<file path="src/hdl/interval_alarm_timer_assert.svh">
// -----------------------------------------------------------------------------
// interval_alarm_timer assertion macros
// Concurrent assertion helpers clocked on clk_i and disabled during reset.
// -----------------------------------------------------------------------------
`ifndef INTERVAL_ALARM_TIMER_ASSERT_SVH
`define INTERVAL_ALARM_TIMER_ASSERT_SVH
`ifndef NO_ASSERTIONS
`define IAT_ASSERT_IMPL(lbl, ante, cons, msg) \
  lbl: assert property (@(posedge clk_i) disable iff (!rst_ni) (ante) |-> (cons)) \
    else $error(msg);
`define IAT_ASSERT_NEXT(lbl, ante, cons, msg) \
  lbl: assert property (@(posedge clk_i) disable iff (!rst_ni) (ante) |=> (cons)) \
    else $error(msg);
`else
`define IAT_ASSERT_IMPL(lbl, ante, cons, msg)
`define IAT_ASSERT_NEXT(lbl, ante, cons, msg)
`endif
`endif

</file>
<file path="src/hdl/iat_pkg.sv">
// -----------------------------------------------------------------------------
// iat_pkg
// Types and constants shared by the interval alarm timer modules.
// -----------------------------------------------------------------------------
package iat_pkg;

  localparam int unsigned TpsW    = 17;
  localparam int unsigned SecW    = 31;
  localparam int unsigned UsecW   = 20;
  localparam int unsigned CfgIdxW = 1;
  localparam int unsigned CfgW    = 31;
  localparam int unsigned DivNumW = 37;
  localparam int unsigned DivDenW = 20;
  localparam int unsigned QueueDepthDefault = 2;

  localparam logic [UsecW-1:0] UsecPerSec    = 20'd1000000;
  localparam logic [UsecW-1:0] UsecMinusOne  = 20'd999999;
  localparam logic [SecW-1:0]  TickMax       = 31'h7FFF_FFFF;
  localparam logic [TpsW-1:0]  TpsReset      = 17'd100;
  localparam logic [SecW-1:0]  MaxSecReset   = 31'd100000000;

  // 10^6 is 2^6 times 15625; the division by 15625 is a multiply by a rounded-up
  // reciprocal, exact for every shifted numerator below 2^31.
  localparam int unsigned      UsecShift      = 6;
  localparam int unsigned      UsecRecipShift = 45;
  localparam int unsigned      RecipW         = 63;
  localparam logic [31:0]      UsecRecip      = 32'd2251799814;

  typedef enum logic [CfgIdxW-1:0] {CFG_TPS, CFG_MAX_SEC} cfg_idx_e;
  typedef enum logic [1:0] {OP_TICK, OP_SET, OP_GET, OP_ALARM} opcode_e;
  typedef enum logic {STAT_OK, STAT_INVALID} status_e;
  typedef enum logic [2:0] {KIND_TICK, KIND_SET, KIND_GET, KIND_ALARM, KIND_BAD_SET} kind_e;

  typedef struct packed {
    logic [1:0]       opcode;
    logic [SecW-1:0]  value_sec;
    logic [UsecW-1:0] value_usec;
    logic [SecW-1:0]  reload_sec;
    logic [UsecW-1:0] reload_usec;
  } req_t;

  typedef struct packed {
    logic             status;
    logic [SecW-1:0]  old_value_sec;
    logic [UsecW-1:0] old_value_usec;
    logic [SecW-1:0]  old_reload_sec;
    logic [UsecW-1:0] old_reload_usec;
    logic [SecW-1:0]  remaining_whole_sec;
    logic             fired;
  } rsp_t;

  typedef struct packed {
    kind_e            kind;
    logic [SecW-1:0]  value_sec;
    logic [UsecW-1:0] value_usec;
    logic [SecW-1:0]  reload_sec;
    logic [UsecW-1:0] reload_usec;
  } cmd_t;

  typedef enum logic [3:0] {
    ST_IDLE, ST_OLD_SEC, ST_OLD_UMUL, ST_OLD_USEC, ST_RLD_SEC, ST_RLD_UMUL,
    ST_RLD_USEC, ST_VAL_SMUL, ST_VAL_UMUL, ST_VAL_DIV, ST_VAL_SUM, ST_IVL_SMUL,
    ST_IVL_UMUL, ST_IVL_DIV, ST_IVL_SUM, ST_OUT
  } step_e;

endpackage

</file>
<file path="src/hdl/iat_div.sv">
// -----------------------------------------------------------------------------
// iat_div
// Restoring divider, one quotient bit per cycle.
// -----------------------------------------------------------------------------
module iat_div (
  input  logic                           clk_i,
  input  logic                           rst_ni,
  input  logic                           start_i,
  input  logic [iat_pkg::DivNumW-1:0]    num_i,
  input  logic [iat_pkg::DivDenW-1:0]    den_i,
  output logic                           busy_o,
  output logic                           done_o,
  output logic [iat_pkg::DivNumW-1:0]    quo_o,
  output logic [iat_pkg::DivDenW-1:0]    rem_o
);
  import iat_pkg::*;

  localparam int unsigned CntW = $clog2(DivNumW + 1);

  logic            busy_q, busy_d, done_q, done_d;
  logic [CntW-1:0] cnt_q, cnt_d;
  logic [DivNumW-1:0] num_q, num_d;
  logic [DivDenW-1:0] den_q, den_d, rem_q, rem_d;
  logic [DivDenW:0]   trial;

  assign trial = {rem_q, num_q[DivNumW-1]};

  always_comb begin
    busy_d = busy_q;
    done_d = 1'b0;
    cnt_d  = cnt_q;
    num_d  = num_q;
    den_d  = den_q;
    rem_d  = rem_q;
    if (start_i) begin
      busy_d = 1'b1;
      cnt_d  = CntW'(DivNumW);
      num_d  = num_i;
      den_d  = den_i;
      rem_d  = '0;
    end else if (busy_q) begin
      // The quotient bits shift in where the dividend bits leave.
      if (trial >= {1'b0, den_q}) begin
        rem_d = DivDenW'(trial - {1'b0, den_q});
        num_d = {num_q[DivNumW-2:0], 1'b1};
      end else begin
        rem_d = trial[DivDenW-1:0];
        num_d = {num_q[DivNumW-2:0], 1'b0};
      end
      cnt_d = cnt_q - 1'b1;
      if (cnt_q == CntW'(1)) begin
        busy_d = 1'b0;
        done_d = 1'b1;
      end
    end
  end

  always_ff @(posedge clk_i or negedge rst_ni) begin
    if (!rst_ni) begin
      busy_q <= 1'b0;
      done_q <= 1'b0;
      cnt_q  <= '0;
    end else begin
      busy_q <= busy_d;
      done_q <= done_d;
      cnt_q  <= cnt_d;
    end
  end

  always_ff @(posedge clk_i) begin
    num_q <= num_d;
    den_q <= den_d;
    rem_q <= rem_d;
  end

  assign busy_o = busy_q;
  assign done_o = done_q;
  assign quo_o  = num_q;
  assign rem_o  = rem_q;

endmodule

</file>
<file path="src/hdl/iat_front.sv">
// -----------------------------------------------------------------------------
// iat_front
// Accepts requests, checks set requests for sane times and queues commands.
// -----------------------------------------------------------------------------
module iat_front #(
  parameter int unsigned Depth = iat_pkg::QueueDepthDefault
) (
  input  logic                        clk_i,
  input  logic                        rst_ni,
  input  logic                        in_valid_i,
  output logic                        in_stall_o,
  input  iat_pkg::req_t               in_req_i,
  input  logic [iat_pkg::SecW-1:0]    max_sec_i,
  input  logic                        pop_i,
  output logic                        cmd_valid_o,
  output iat_pkg::cmd_t               cmd_o
);
  import iat_pkg::*;

  localparam int unsigned PtrW = (Depth > 1) ? $clog2(Depth) : 1;
  localparam int unsigned CntW = $clog2(Depth + 1);

  cmd_t            mem_q [Depth];
  cmd_t            cmd_in;
  logic [PtrW-1:0] wr_q, wr_d, rd_q, rd_d;
  logic [CntW-1:0] cnt_q, cnt_d;
  logic            push, pop, sane;

  assign sane = (in_req_i.value_sec <= max_sec_i) && (in_req_i.value_usec < UsecPerSec) &&
                (in_req_i.reload_sec <= max_sec_i) && (in_req_i.reload_usec < UsecPerSec);

  always_comb begin
    cmd_in.value_sec   = in_req_i.value_sec;
    cmd_in.value_usec  = in_req_i.value_usec;
    cmd_in.reload_sec  = in_req_i.reload_sec;
    cmd_in.reload_usec = in_req_i.reload_usec;
    unique case (opcode_e'(in_req_i.opcode))
      OP_TICK:  cmd_in.kind = KIND_TICK;
      OP_SET:   cmd_in.kind = sane ? KIND_SET : KIND_BAD_SET;
      OP_GET:   cmd_in.kind = KIND_GET;
      OP_ALARM: cmd_in.kind = KIND_ALARM;
      default:  cmd_in.kind = KIND_TICK;
    endcase
  end

  assign in_stall_o  = (cnt_q == CntW'(Depth));
  assign push        = in_valid_i && !in_stall_o;
  assign cmd_valid_o = (cnt_q != '0);
  assign pop         = pop_i && cmd_valid_o;
  assign cmd_o       = mem_q[rd_q];

  always_comb begin
    wr_d  = wr_q;
    rd_d  = rd_q;
    cnt_d = cnt_q;
    if (push) begin
      wr_d = (wr_q == PtrW'(Depth - 1)) ? '0 : wr_q + 1'b1;
    end
    if (pop) begin
      rd_d = (rd_q == PtrW'(Depth - 1)) ? '0 : rd_q + 1'b1;
    end
    if (push && !pop) begin
      cnt_d = cnt_q + 1'b1;
    end else if (pop && !push) begin
      cnt_d = cnt_q - 1'b1;
    end
  end

  always_ff @(posedge clk_i or negedge rst_ni) begin
    if (!rst_ni) begin
      wr_q  <= '0;
      rd_q  <= '0;
      cnt_q <= '0;
    end else begin
      wr_q  <= wr_d;
      rd_q  <= rd_d;
      cnt_q <= cnt_d;
    end
  end

  always_ff @(posedge clk_i) begin
    if (push) begin
      mem_q[wr_q] <= cmd_in;
    end
  end

endmodule

</file>
<file path="src/hdl/iat_back.sv">
// -----------------------------------------------------------------------------
// iat_back
// Timer state and the sequencer that converts times with a shared divider.
// -----------------------------------------------------------------------------
module iat_back (
  input  logic                        clk_i,
  input  logic                        rst_ni,
  input  logic                        cmd_valid_i,
  input  iat_pkg::cmd_t               cmd_i,
  output logic                        pop_o,
  input  logic [iat_pkg::TpsW-1:0]    tps_i,
  output logic                        out_valid_o,
  input  logic                        out_stall_i,
  output iat_pkg::rsp_t               out_rsp_o
);
  import iat_pkg::*;
  `include "interval_alarm_timer_assert.svh"

  step_e            st_q, st_d;
  cmd_t             cmd_q, cmd_d;
  rsp_t             res_q, res_d;
  logic             armed_q, armed_d, pend_q, pend_d;
  logic [SecW-1:0]  left_q, left_d, reload_q, reload_d, newval_q, newval_d;
  logic [47:0]      prod_q, prod_d, mul_p;
  logic [SecW:0]    whole_q, whole_d, clip_p;
  logic [TpsW-1:0]  hz, mul_a;
  logic [SecW-1:0]  mul_b, old_t, sat_sum, alarm_sec, ceil_x;
  logic [SecW+1:0]  sum;
  logic [DivNumW-1:0] ceil_num;
  logic [RecipW-1:0]  recip_q, recip_d, recip_p;
  logic             div_start, div_busy, div_done, div_state, step_done;
  logic [DivNumW-1:0] div_num, div_quo;
  logic [DivDenW-1:0] div_den, div_rem;

  assign hz    = (tps_i == '0) ? TpsW'(1) : tps_i;
  assign old_t = !armed_q ? '0 : ((left_q != '0) ? left_q : reload_q);

  // One shared multiplier: rate times seconds or microseconds, remainder times 10^6.
  always_comb begin
    unique case (st_q)
      ST_OLD_UMUL, ST_RLD_UMUL: begin
        mul_a = div_rem[TpsW-1:0];
        mul_b = SecW'(UsecPerSec);
      end
      ST_VAL_SMUL: begin mul_a = hz; mul_b = cmd_q.value_sec; end
      ST_VAL_UMUL: begin mul_a = hz; mul_b = SecW'(cmd_q.value_usec); end
      ST_IVL_SMUL: begin mul_a = hz; mul_b = cmd_q.reload_sec; end
      ST_IVL_UMUL: begin mul_a = hz; mul_b = SecW'(cmd_q.reload_usec); end
      default:     begin mul_a = hz; mul_b = '0; end
    endcase
  end
  assign mul_p  = 48'(mul_a) * 48'(mul_b);
  // Whole ticks clipped just above the largest count, so the later sum saturates.
  assign clip_p = (mul_p[47:SecW] != '0) ? {1'b1, {SecW{1'b0}}} : {1'b0, mul_p[SecW-1:0]};

  // Rounded-up ticks from microseconds: drop the factor 2^6 of 10^6 with a shift,
  // then divide by 15625 through the reciprocal.
  assign ceil_num = prod_q[DivNumW-1:0] + DivNumW'(UsecMinusOne);
  assign ceil_x   = ceil_num[DivNumW-1:UsecShift];
  assign recip_p  = RecipW'(ceil_x) * RecipW'(UsecRecip);

  always_comb begin
    unique case (st_q)
      ST_OLD_SEC:  begin div_num = DivNumW'(old_t);    div_den = DivDenW'(hz); end
      ST_RLD_SEC:  begin div_num = DivNumW'(reload_q); div_den = DivDenW'(hz); end
      ST_OLD_USEC, ST_RLD_USEC: begin
        div_num = prod_q[DivNumW-1:0];
        div_den = DivDenW'(hz);
      end
      default: begin
        div_num = '0;
        div_den = DivDenW'(hz);
      end
    endcase
  end

  assign div_state = (st_q == ST_OLD_SEC) || (st_q == ST_OLD_USEC) ||
                     (st_q == ST_RLD_SEC) || (st_q == ST_RLD_USEC);
  assign div_start = div_state && !pend_q;
  assign step_done = div_done && pend_q;

  assign sum     = {1'b0, whole_q} + (SecW + 2)'(recip_q[RecipW-1:UsecRecipShift]);
  assign sat_sum = (sum > (SecW + 2)'(TickMax)) ? TickMax : sum[SecW-1:0];
  assign alarm_sec = (res_q.old_value_usec != '0) && (res_q.old_value_sec != TickMax) ?
                     res_q.old_value_sec + 1'b1 : res_q.old_value_sec;

  iat_div u_div (
    .clk_i   (clk_i),
    .rst_ni  (rst_ni),
    .start_i (div_start),
    .num_i   (div_num),
    .den_i   (div_den),
    .busy_o  (div_busy),
    .done_o  (div_done),
    .quo_o   (div_quo),
    .rem_o   (div_rem)
  );

  // Next step.
  always_comb begin
    st_d = st_q;
    unique case (st_q)
      ST_IDLE: begin
        if (cmd_valid_i) begin
          unique case (cmd_i.kind)
            KIND_SET, KIND_GET, KIND_ALARM: st_d = ST_OLD_SEC;
            default:                        st_d = ST_OUT;
          endcase
        end
      end
      ST_OLD_SEC:  if (step_done) st_d = ST_OLD_UMUL;
      ST_OLD_UMUL: st_d = ST_OLD_USEC;
      ST_OLD_USEC: if (step_done) st_d = ST_RLD_SEC;
      ST_RLD_SEC:  if (step_done) st_d = ST_RLD_UMUL;
      ST_RLD_UMUL: st_d = ST_RLD_USEC;
      ST_RLD_USEC: if (step_done) st_d = (cmd_q.kind == KIND_GET) ? ST_OUT : ST_VAL_SMUL;
      ST_VAL_SMUL: st_d = (cmd_q.kind == KIND_ALARM) ? ST_OUT : ST_VAL_UMUL;
      ST_VAL_UMUL: st_d = ST_VAL_DIV;
      ST_VAL_DIV:  st_d = ST_VAL_SUM;
      ST_VAL_SUM:  st_d = ST_IVL_SMUL;
      ST_IVL_SMUL: st_d = ST_IVL_UMUL;
      ST_IVL_UMUL: st_d = ST_IVL_DIV;
      ST_IVL_DIV:  st_d = ST_IVL_SUM;
      ST_IVL_SUM:  st_d = ST_OUT;
      ST_OUT:      if (!out_stall_i) st_d = ST_IDLE;
      default:     st_d = ST_IDLE;
    endcase
  end

  // Datapath and timer state updates.
  always_comb begin
    cmd_d    = cmd_q;
    res_d    = res_q;
    armed_d  = armed_q;
    left_d   = left_q;
    reload_d = reload_q;
    newval_d = newval_q;
    prod_d   = prod_q;
    whole_d  = whole_q;
    recip_d  = recip_q;
    pop_o    = 1'b0;
    pend_d   = pend_q;
    if (div_start) begin
      pend_d = 1'b1;
    end else if (step_done) begin
      pend_d = 1'b0;
    end
    unique case (st_q)
      ST_IDLE: begin
        if (cmd_valid_i) begin
          pop_o = 1'b1;
          cmd_d = cmd_i;
          res_d = '0;
          if (cmd_i.kind == KIND_BAD_SET) begin
            res_d.status = STAT_INVALID;
          end else if (cmd_i.kind == KIND_TICK) begin
            if (armed_q && (left_q != '0)) begin
              left_d = left_q - 1'b1;
              if (left_q == SecW'(1)) begin
                res_d.fired = 1'b1;
                if (reload_q != '0) begin
                  left_d = reload_q;
                end else begin
                  armed_d = 1'b0;
                end
              end
            end
          end
        end
      end
      ST_OLD_SEC:  if (step_done) res_d.old_value_sec = div_quo[SecW-1:0];
      ST_OLD_USEC: if (step_done) res_d.old_value_usec = div_quo[UsecW-1:0];
      ST_RLD_SEC:  if (step_done) res_d.old_reload_sec = div_quo[SecW-1:0];
      ST_RLD_USEC: if (step_done) res_d.old_reload_usec = div_quo[UsecW-1:0];
      ST_OLD_UMUL, ST_RLD_UMUL, ST_VAL_UMUL, ST_IVL_UMUL: prod_d = mul_p;
      ST_VAL_SMUL: begin
        whole_d = clip_p;
        if (cmd_q.kind == KIND_ALARM) begin
          res_d.remaining_whole_sec = alarm_sec;
          armed_d  = (clip_p != '0);
          left_d   = clip_p[SecW] ? TickMax : clip_p[SecW-1:0];
          reload_d = '0;
        end
      end
      ST_VAL_DIV, ST_IVL_DIV: recip_d = recip_p;
      ST_VAL_SUM:  newval_d = sat_sum;
      ST_IVL_SMUL: whole_d = clip_p;
      ST_IVL_SUM: begin
        armed_d  = (newval_q != '0);
        left_d   = newval_q;
        reload_d = (newval_q != '0) ? sat_sum : '0;
      end
      default: ;
    endcase
  end

  always_ff @(posedge clk_i or negedge rst_ni) begin
    if (!rst_ni) begin
      st_q     <= ST_IDLE;
      pend_q   <= 1'b0;
      armed_q  <= 1'b0;
      left_q   <= '0;
      reload_q <= '0;
    end else begin
      st_q     <= st_d;
      pend_q   <= pend_d;
      armed_q  <= armed_d;
      left_q   <= left_d;
      reload_q <= reload_d;
    end
  end

  always_ff @(posedge clk_i) begin
    cmd_q    <= cmd_d;
    res_q    <= res_d;
    newval_q <= newval_d;
    prod_q   <= prod_d;
    whole_q  <= whole_d;
    recip_q  <= recip_d;
  end

  assign out_valid_o = (st_q == ST_OUT);
  assign out_rsp_o   = res_q;

  `IAT_ASSERT_IMPL(a_disarmed_clear, !armed_q, (left_q | reload_q) == '0, "count while off")
  `IAT_ASSERT_IMPL(a_armed_count, armed_q, left_q != '0, "armed timer with zero count")
  `IAT_ASSERT_IMPL(a_div_idle_start, div_start, !div_busy, "divider started while busy")
  `IAT_ASSERT_NEXT(a_fired_tick, pop_o && (cmd_i.kind != KIND_TICK), !res_q.fired, "stray fire")

endmodule

</file>
<file path="src/hdl/interval_alarm_timer.sv">
// -----------------------------------------------------------------------------
// interval_alarm_timer
// One real interval timer with set, get, alarm and tick requests.
// -----------------------------------------------------------------------------
// A tick or an invalid set needs no division; a get, an alarm and a valid set
// first read back the old value and reload. A readback is four divisions by the
// rate on one bit-serial divider. The back end works on one request at a time;
// the front queue keeps taking requests meanwhile, until it is full. Reset is
// asynchronous, active low: the timer is disarmed, counts are zero, and the
// rate and seconds limit return to 100 and 100000000.
module interval_alarm_timer #(
  parameter int unsigned QueueDepth = iat_pkg::QueueDepthDefault
) (
  input  logic                         clk_i,
  input  logic                         rst_ni,
  input  logic                         in_valid_i,
  output logic                         in_stall_o,
  input  iat_pkg::req_t                in_req_i,
  output logic                         out_valid_o,
  input  logic                         out_stall_i,
  output iat_pkg::rsp_t                out_rsp_o,
  input  logic                         cfg_we_i,
  input  logic [iat_pkg::CfgIdxW-1:0]  cfg_idx_i,
  input  logic [iat_pkg::CfgW-1:0]     cfg_wdata_i
);
  import iat_pkg::*;

  logic [TpsW-1:0] tps_q, tps_d;
  logic [SecW-1:0] max_sec_q, max_sec_d;
  logic            cmd_valid, pop;
  cmd_t            cmd;

  always_comb begin
    tps_d     = tps_q;
    max_sec_d = max_sec_q;
    if (cfg_we_i) begin
      unique case (cfg_idx_e'(cfg_idx_i))
        CFG_TPS:     tps_d = cfg_wdata_i[TpsW-1:0];
        CFG_MAX_SEC: max_sec_d = cfg_wdata_i[SecW-1:0];
        default:     ;
      endcase
    end
  end

  always_ff @(posedge clk_i or negedge rst_ni) begin
    if (!rst_ni) begin
      tps_q     <= TpsReset;
      max_sec_q <= MaxSecReset;
    end else begin
      tps_q     <= tps_d;
      max_sec_q <= max_sec_d;
    end
  end

  iat_front #(.Depth(QueueDepth)) u_front (
    .clk_i       (clk_i),
    .rst_ni      (rst_ni),
    .in_valid_i  (in_valid_i),
    .in_stall_o  (in_stall_o),
    .in_req_i    (in_req_i),
    .max_sec_i   (max_sec_q),
    .pop_i       (pop),
    .cmd_valid_o (cmd_valid),
    .cmd_o       (cmd)
  );

  iat_back u_back (
    .clk_i       (clk_i),
    .rst_ni      (rst_ni),
    .cmd_valid_i (cmd_valid),
    .cmd_i       (cmd),
    .pop_o       (pop),
    .tps_i       (tps_q),
    .out_valid_o (out_valid_o),
    .out_stall_i (out_stall_i),
    .out_rsp_o   (out_rsp_o)
  );

endmodule
</file>
<file path="config.mk">
export PLATFORM = sky130hd
export DESIGN_NAME = interval_alarm_timer
export DESIGN_NICKNAME = d
export VERILOG_FILES = /design/src/hdl/iat_pkg.sv /design/src/hdl/iat_div.sv /design/src/hdl/iat_front.sv /design/src/hdl/iat_back.sv /design/src/hdl/interval_alarm_timer.sv
export VERILOG_INCLUDE_DIRS = /design/src /design/src/hdl
export SDC_FILE = /design/constraint.sdc
export NUM_CORES = 2
export LEC_CHECK = 0
export BUFFER_PORTS_ARGS = -buffer_cell sky130_fd_sc_hd__buf_2
export CAP_MARGIN = 20
export CORE_MARGIN = 3
export CORE_UTILIZATION = 42
export DETAILED_ROUTE_END_ITERATION = 10
export MAX_ROUTING_LAYER = met4
export SYNTH_ARGS = -nofsm -noshare
export SYNTH_HDL_FRONTEND = slang
export SYNTH_HIERARCHICAL = 1
export SYNTH_SLANG_ARGS = --single-unit
</file>
<file path="constraint.sdc">
create_clock -name clk_i -period 11 [get_ports clk_i]
set_clock_uncertainty 0.1 [all_clocks]
set_input_delay 0 -clock clk_i [delete_from_list [all_inputs] [get_ports clk_i]]
set_output_delay 0 -clock clk_i [all_outputs]
set_load 0.01 [all_outputs]
</file>
==> results by group <==
Floorplan
  – IO Count: 278
  – Initial Utilization: a little over two fifths
  – Width of the chip: about 410 um
  – Number of cell rows: 146
  – Area of the placeable core: 159,000 um^2
  – Total die area: 165,000 um^2
  – Floorplan die height: about 410 um

Global routing
  – Number of global-route vias before repair: 50,400
  – Maximum number of pins on one net before global-route repair: 70
  – Number of antenna violations at the first check in global routing: 2
  – Total congestion overflow: 0
  – Total global-route track usage: 25.3%
  – First-pass GRT wire length: approximately 310 mm

Timing
  – Hold Slack: about 0.065 ns
  – RSZ-0062 raised after global routing: no
  – Final max-slew violation count: 0
  – # setup viols final: 0
  – Post-route setup TNS: 0 ns
  – Period Utilization, post-route: 94.3%
  – Worst Max-Slew Pin Slew: 1.20 ns
  – Highest attainable clock frequency: 96.4 MHz
  – Headroom to the max-slew limit: 19.6%
  – Hold Vio Cnt, Final: 0
  – Post-layout min period: between 10 and 15 ns

Clocking
  – Post-CTS setup buffer count: 0
  – CTS Buf Count: 81
  – Clk slew on worst S/H paths: 0.06 ns
  – H-tree depth reported by CTS: 3
  – Bufs on Longest Clock Path: 3
  – Clock network latency to the later pin of the worst-skew pair: 0.69 ns
  – Master cell of the clock root buffer: sky130_fd_sc_hd__clkbuf_16
  – Clock tree from TritonCTS: yes
  – Clock sink count: 773

Finish
  – Highest-count cells in the layout ignoring fill and taps: 1,138 x sky130_fd_sc_hd__inv_1, 815 x sky130_fd_sc_hd__fa_1, 625 x sky130_fd_sc_hd__edfxtp_1
  – Area growth from synthesis to layout: 14.5%
  – Final layout net count: 8,251
  – Share of post-route cells with drive strength above 1: 11.8%
  – Most common cell after layout, fill and taps aside: sky130_fd_sc_hd__inv_1

Synthesis
  – Library cells used by synthesis: 93
  – Xor and xnor area share after synthesis: approximately 2.3%
  – Portion of the post-synthesis area used by sequential elements: 33.3%
  – Syn_area_per_cell: 10.9 um^2
  – Post-synthesis mux area share: 3.89%
  – Warnings, synthesis: 6
  – Combinational family with the most area after synthesis: adder cells
  – Area fraction in and, or, nand and nor cells after synthesis: between 10% and 20%
  – Most used DFF post-synth: sky130_fd_sc_hd__edfxtp_1
  – Adder and majority cell fraction of the synthesized area: a little over a third
  – Number of register bits inferred by synthesis: 773
  – Compound-cell area share of the yosys netlist: 7.58%
  – Async set-or-reset flop fraction in the synthesized netlist: 16.6%
  – Cell count after synthesis: 6,185
  – Number of flops mapped to enable cells by yosys: between 600 and 700
  – Cell area after synthesis: 67,300 um^2

Place
  – Total half-perimeter wirelength after legalization and detailed placement: 155 mm
  – Weighted congestion reported at the end of routability-driven placement: 0.989
  – Number of port buffers: 277

Route
  – Mean routed wirelength per cell: approximately 23 um
  – Routed via count: 48,300
  – First-pass DRT Iterations: 9
  – Max Used Layer: met4
  – Drt initial violations: 4,286
  – Detailed-route vias per instance: about 5.5
  – Wire length reported by the detailed router: 200 mm
  – Antenna-violating nets left: 0
  – Met2 wire length: 94.0 mm
  – Residual DRC count: 0
  – Met1 Routed Length: 84.5 mm
  – Wire length on met3: 13.5 mm

Critical path
  – Source of the worst register-to-register timing path: u_back/st_q[0]
  – WP data required: 11.41 ns
  – Most numerous cell on the critical path: sky130_fd_sc_hd__fa_1
  – FF-to-FF path depth: 27
  – RR Endpoint: u_back/left_q[16]
  – Critical path buffer and inverter count: 5
  – Setup Crit Path Kind: reg2reg
  – Kind of cell adding the most delay to the critical path: adder cells
  – Startpoint of the worst setup timing path: u_back/st_q[0]
  – Worst-path maximum fanout: 31
  – Startpoint types: flip-flop
  – Setup slack, reg-to-reg: around 0.63 ns
  – Data arrival time of the critical path: 10.78 ns
  – Critical path depth in cells: 27
  – Slowest cell on crit path: sky130_fd_sc_hd__nor2_4
  – Sort of element at the end of the critical path: flip-flop
  – Delay of the slowest cell on the worst path: 0.79 ns
  – Termination of the worst setup path: u_back/left_q[16]

Hold path
  – Kind of path behind the tightest hold check: in2reg

Outcome
  – Status: finished, final reports clean

Job
  – Max Cap Viol: 0
-- cells in the mapped netlist, types with 14 or more instances --
| master | instances | share of area, % |
|---|---|---|
| sky130_fd_sc_hd__inv_1 | 1139 | 6.4 |
| sky130_fd_sc_hd__fa_1 | 815 | 24 |
| sky130_fd_sc_hd__edfxtp_1 | 625 | 28 |
| sky130_fd_sc_hd__ha_1 | 572 | 11 |
| sky130_fd_sc_hd__nand2_1 | 492 | 2.7 |
| sky130_fd_sc_hd__nor2_1 | 466 | 2.6 |
| sky130_fd_sc_hd__clkbuf_1 | 196 | 1.1 |
| sky130_fd_sc_hd__a21oi_1 | 195 | 1.5 |
| sky130_fd_sc_hd__mux2_2 | 194 | 3.2 |
| sky130_fd_sc_hd__dfrtp_1 | 113 | 4.2 |
| sky130_fd_sc_hd__o21ai_0 | 97 | 0.72 |
| sky130_fd_sc_hd__and2_1 | 93 | 0.86 |
| sky130_fd_sc_hd__xnor2_1 | 92 | 1.2 |
| sky130_fd_sc_hd__xor2_1 | 84 | 1.1 |
| sky130_fd_sc_hd__and3_1 | 81 | 0.75 |
| sky130_fd_sc_hd__nor3_1 | 72 | 0.54 |
| sky130_fd_sc_hd__nand3_1 | 64 | 0.48 |
| sky130_fd_sc_hd__a21o_1 | 60 | 0.67 |
| sky130_fd_sc_hd__a22oi_1 | 56 | 0.62 |
| sky130_fd_sc_hd__nand4_1 | 49 | 0.46 |
| sky130_fd_sc_hd__a22o_1 | 46 | 0.60 |
| sky130_fd_sc_hd__nor4_1 | 45 | 0.42 |
| sky130_fd_sc_hd__nand2b_1 | 33 | 0.31 |
| sky130_fd_sc_hd__a31oi_1 | 32 | 0.30 |
| sky130_fd_sc_hd__a222oi_1 | 31 | 0.46 |
| sky130_fd_sc_hd__o22ai_1 | 31 | 0.29 |
| sky130_fd_sc_hd__mux2i_1 | 26 | 0.39 |
| sky130_fd_sc_hd__a211oi_1 | 24 | 0.27 |
| sky130_fd_sc_hd__o211ai_1 | 24 | 0.27 |
| sky130_fd_sc_hd__dfxtp_1 | 20 | 0.59 |
| sky130_fd_sc_hd__or3_1 | 20 | 0.19 |
| sky130_fd_sc_hd__o21a_1 | 18 | 0.20 |
| sky130_fd_sc_hd__buf_2 | 15 | 0.11 |
| sky130_fd_sc_hd__dfstp_2 | 15 | 0.59 |
| sky130_fd_sc_hd__nor2b_1 | 14 | 0.13 |
| sky130_fd_sc_hd__o21bai_1 | 14 | 0.16 |
-- metrics by stage --
stage / cell area, um^2 / util (%) / instances / worst slack (ns)
floorplan: 67300 / - / 6187 / 1.18
global placement: 71400 / 45.0 / 8421 / 0.335
detailed placement: 71500 / 45.0 / 8424 / 0.187
CTS: 77000 / 48.5 / 8855 / 0.0930
global route: 77000 / 48.5 / 8858 / 0.103
finish: 77000 / 48.5 / 8859 / 0.629
-- logic make-up (layout without fill, tap and decap cells) --
group / count (synthesis) / after routing
adders and majority gates: 1387 / 1387
muxes: 232 / 232
and+or+nand+nor: 1499 / 1499
DFF: 773 / 773
buffers and inverters: 1370 / 1969
xor gates and xnor gates: 176 / 176
other: 1 / 4
AOI/OAI and AO/OA: 747 / 747
-- final cells by class --
cell class,instances,area (um^2)
antenna,1,2.50
clock inverter,42,460
timing repair buffer,684,5200
multi-input combinational,4044,39900
inverter,1139,4280
fill,14300,81700
tap,2072,2590
sequential,773,22400
clock buffer,104,2170
-- worst min-delay path by stage --
stage | slack [ns] | startpoint | end | cells past startpoint
6_report | 0.07 | cfg_wdata_i[13] | max_sec_q[13] | 3
4_1_cts | 0.0002 | cfg_wdata_i[13] | max_sec_q[13] | 3
5_1_grt | 0.05 | cfg_wdata_i[13] | max_sec_q[13] | 3
2_1_floorplan | -0.40 | rst_ni | max_sec_q[0] | 0
3_5_place_dp | -0.02 | rst_ni | max_sec_q[28] | 1
3_3_place_gp | -0.03 | rst_ni | max_sec_q[28] | 1
-- worst min-delay path: stages --
cell and delay [ns]:
sky130_fd_sc_hd__dlygate4sd3_1 0.52, sky130_fd_sc_hd__buf_2 0.15, sky130_fd_sc_hd__mux2_2 0.15
-- state kept, by name (all words and copies together) (netlist names), 6 cells and up --
signal	flops
u_back/u_div/quo_o	37
u_back/out_rsp_o	135
u_back/left_q	31
u_front/mem_q	210
u_back/u_div/cnt_q	6
u_back/u_div/den_q	20
u_back/newval_q	31
u_back/u_div/rem_o	20
u_back/whole_q	32
tps_q	17
u_back/reload_q	31
max_sec_q	31
u_back/cmd_q	105
u_back/recip_q	18
u_back/prod_q	37
-- per-layer routing --
metal / track usage [%] / up-vias
met1: 33.4 / 24300
met2: 40.1 / 1943
met3: 3.39 / 414
met5: - / -
li1: - / 21700
met4: 8.89 / 0
-- repair_timing --
| action | in CTS | in global routing |
|---|---|---|
| endpoints found under the hold margin | 402 | 0 |
| hold buffers | 285 | 0 |
| gates resized for setup | 0 | 5 |
| endpoints found under the setup margin | 0 | 9 |
Power is not shown: default switching activity piles up to over one toggle a cycle in this logic, so the estimate is an artifact.
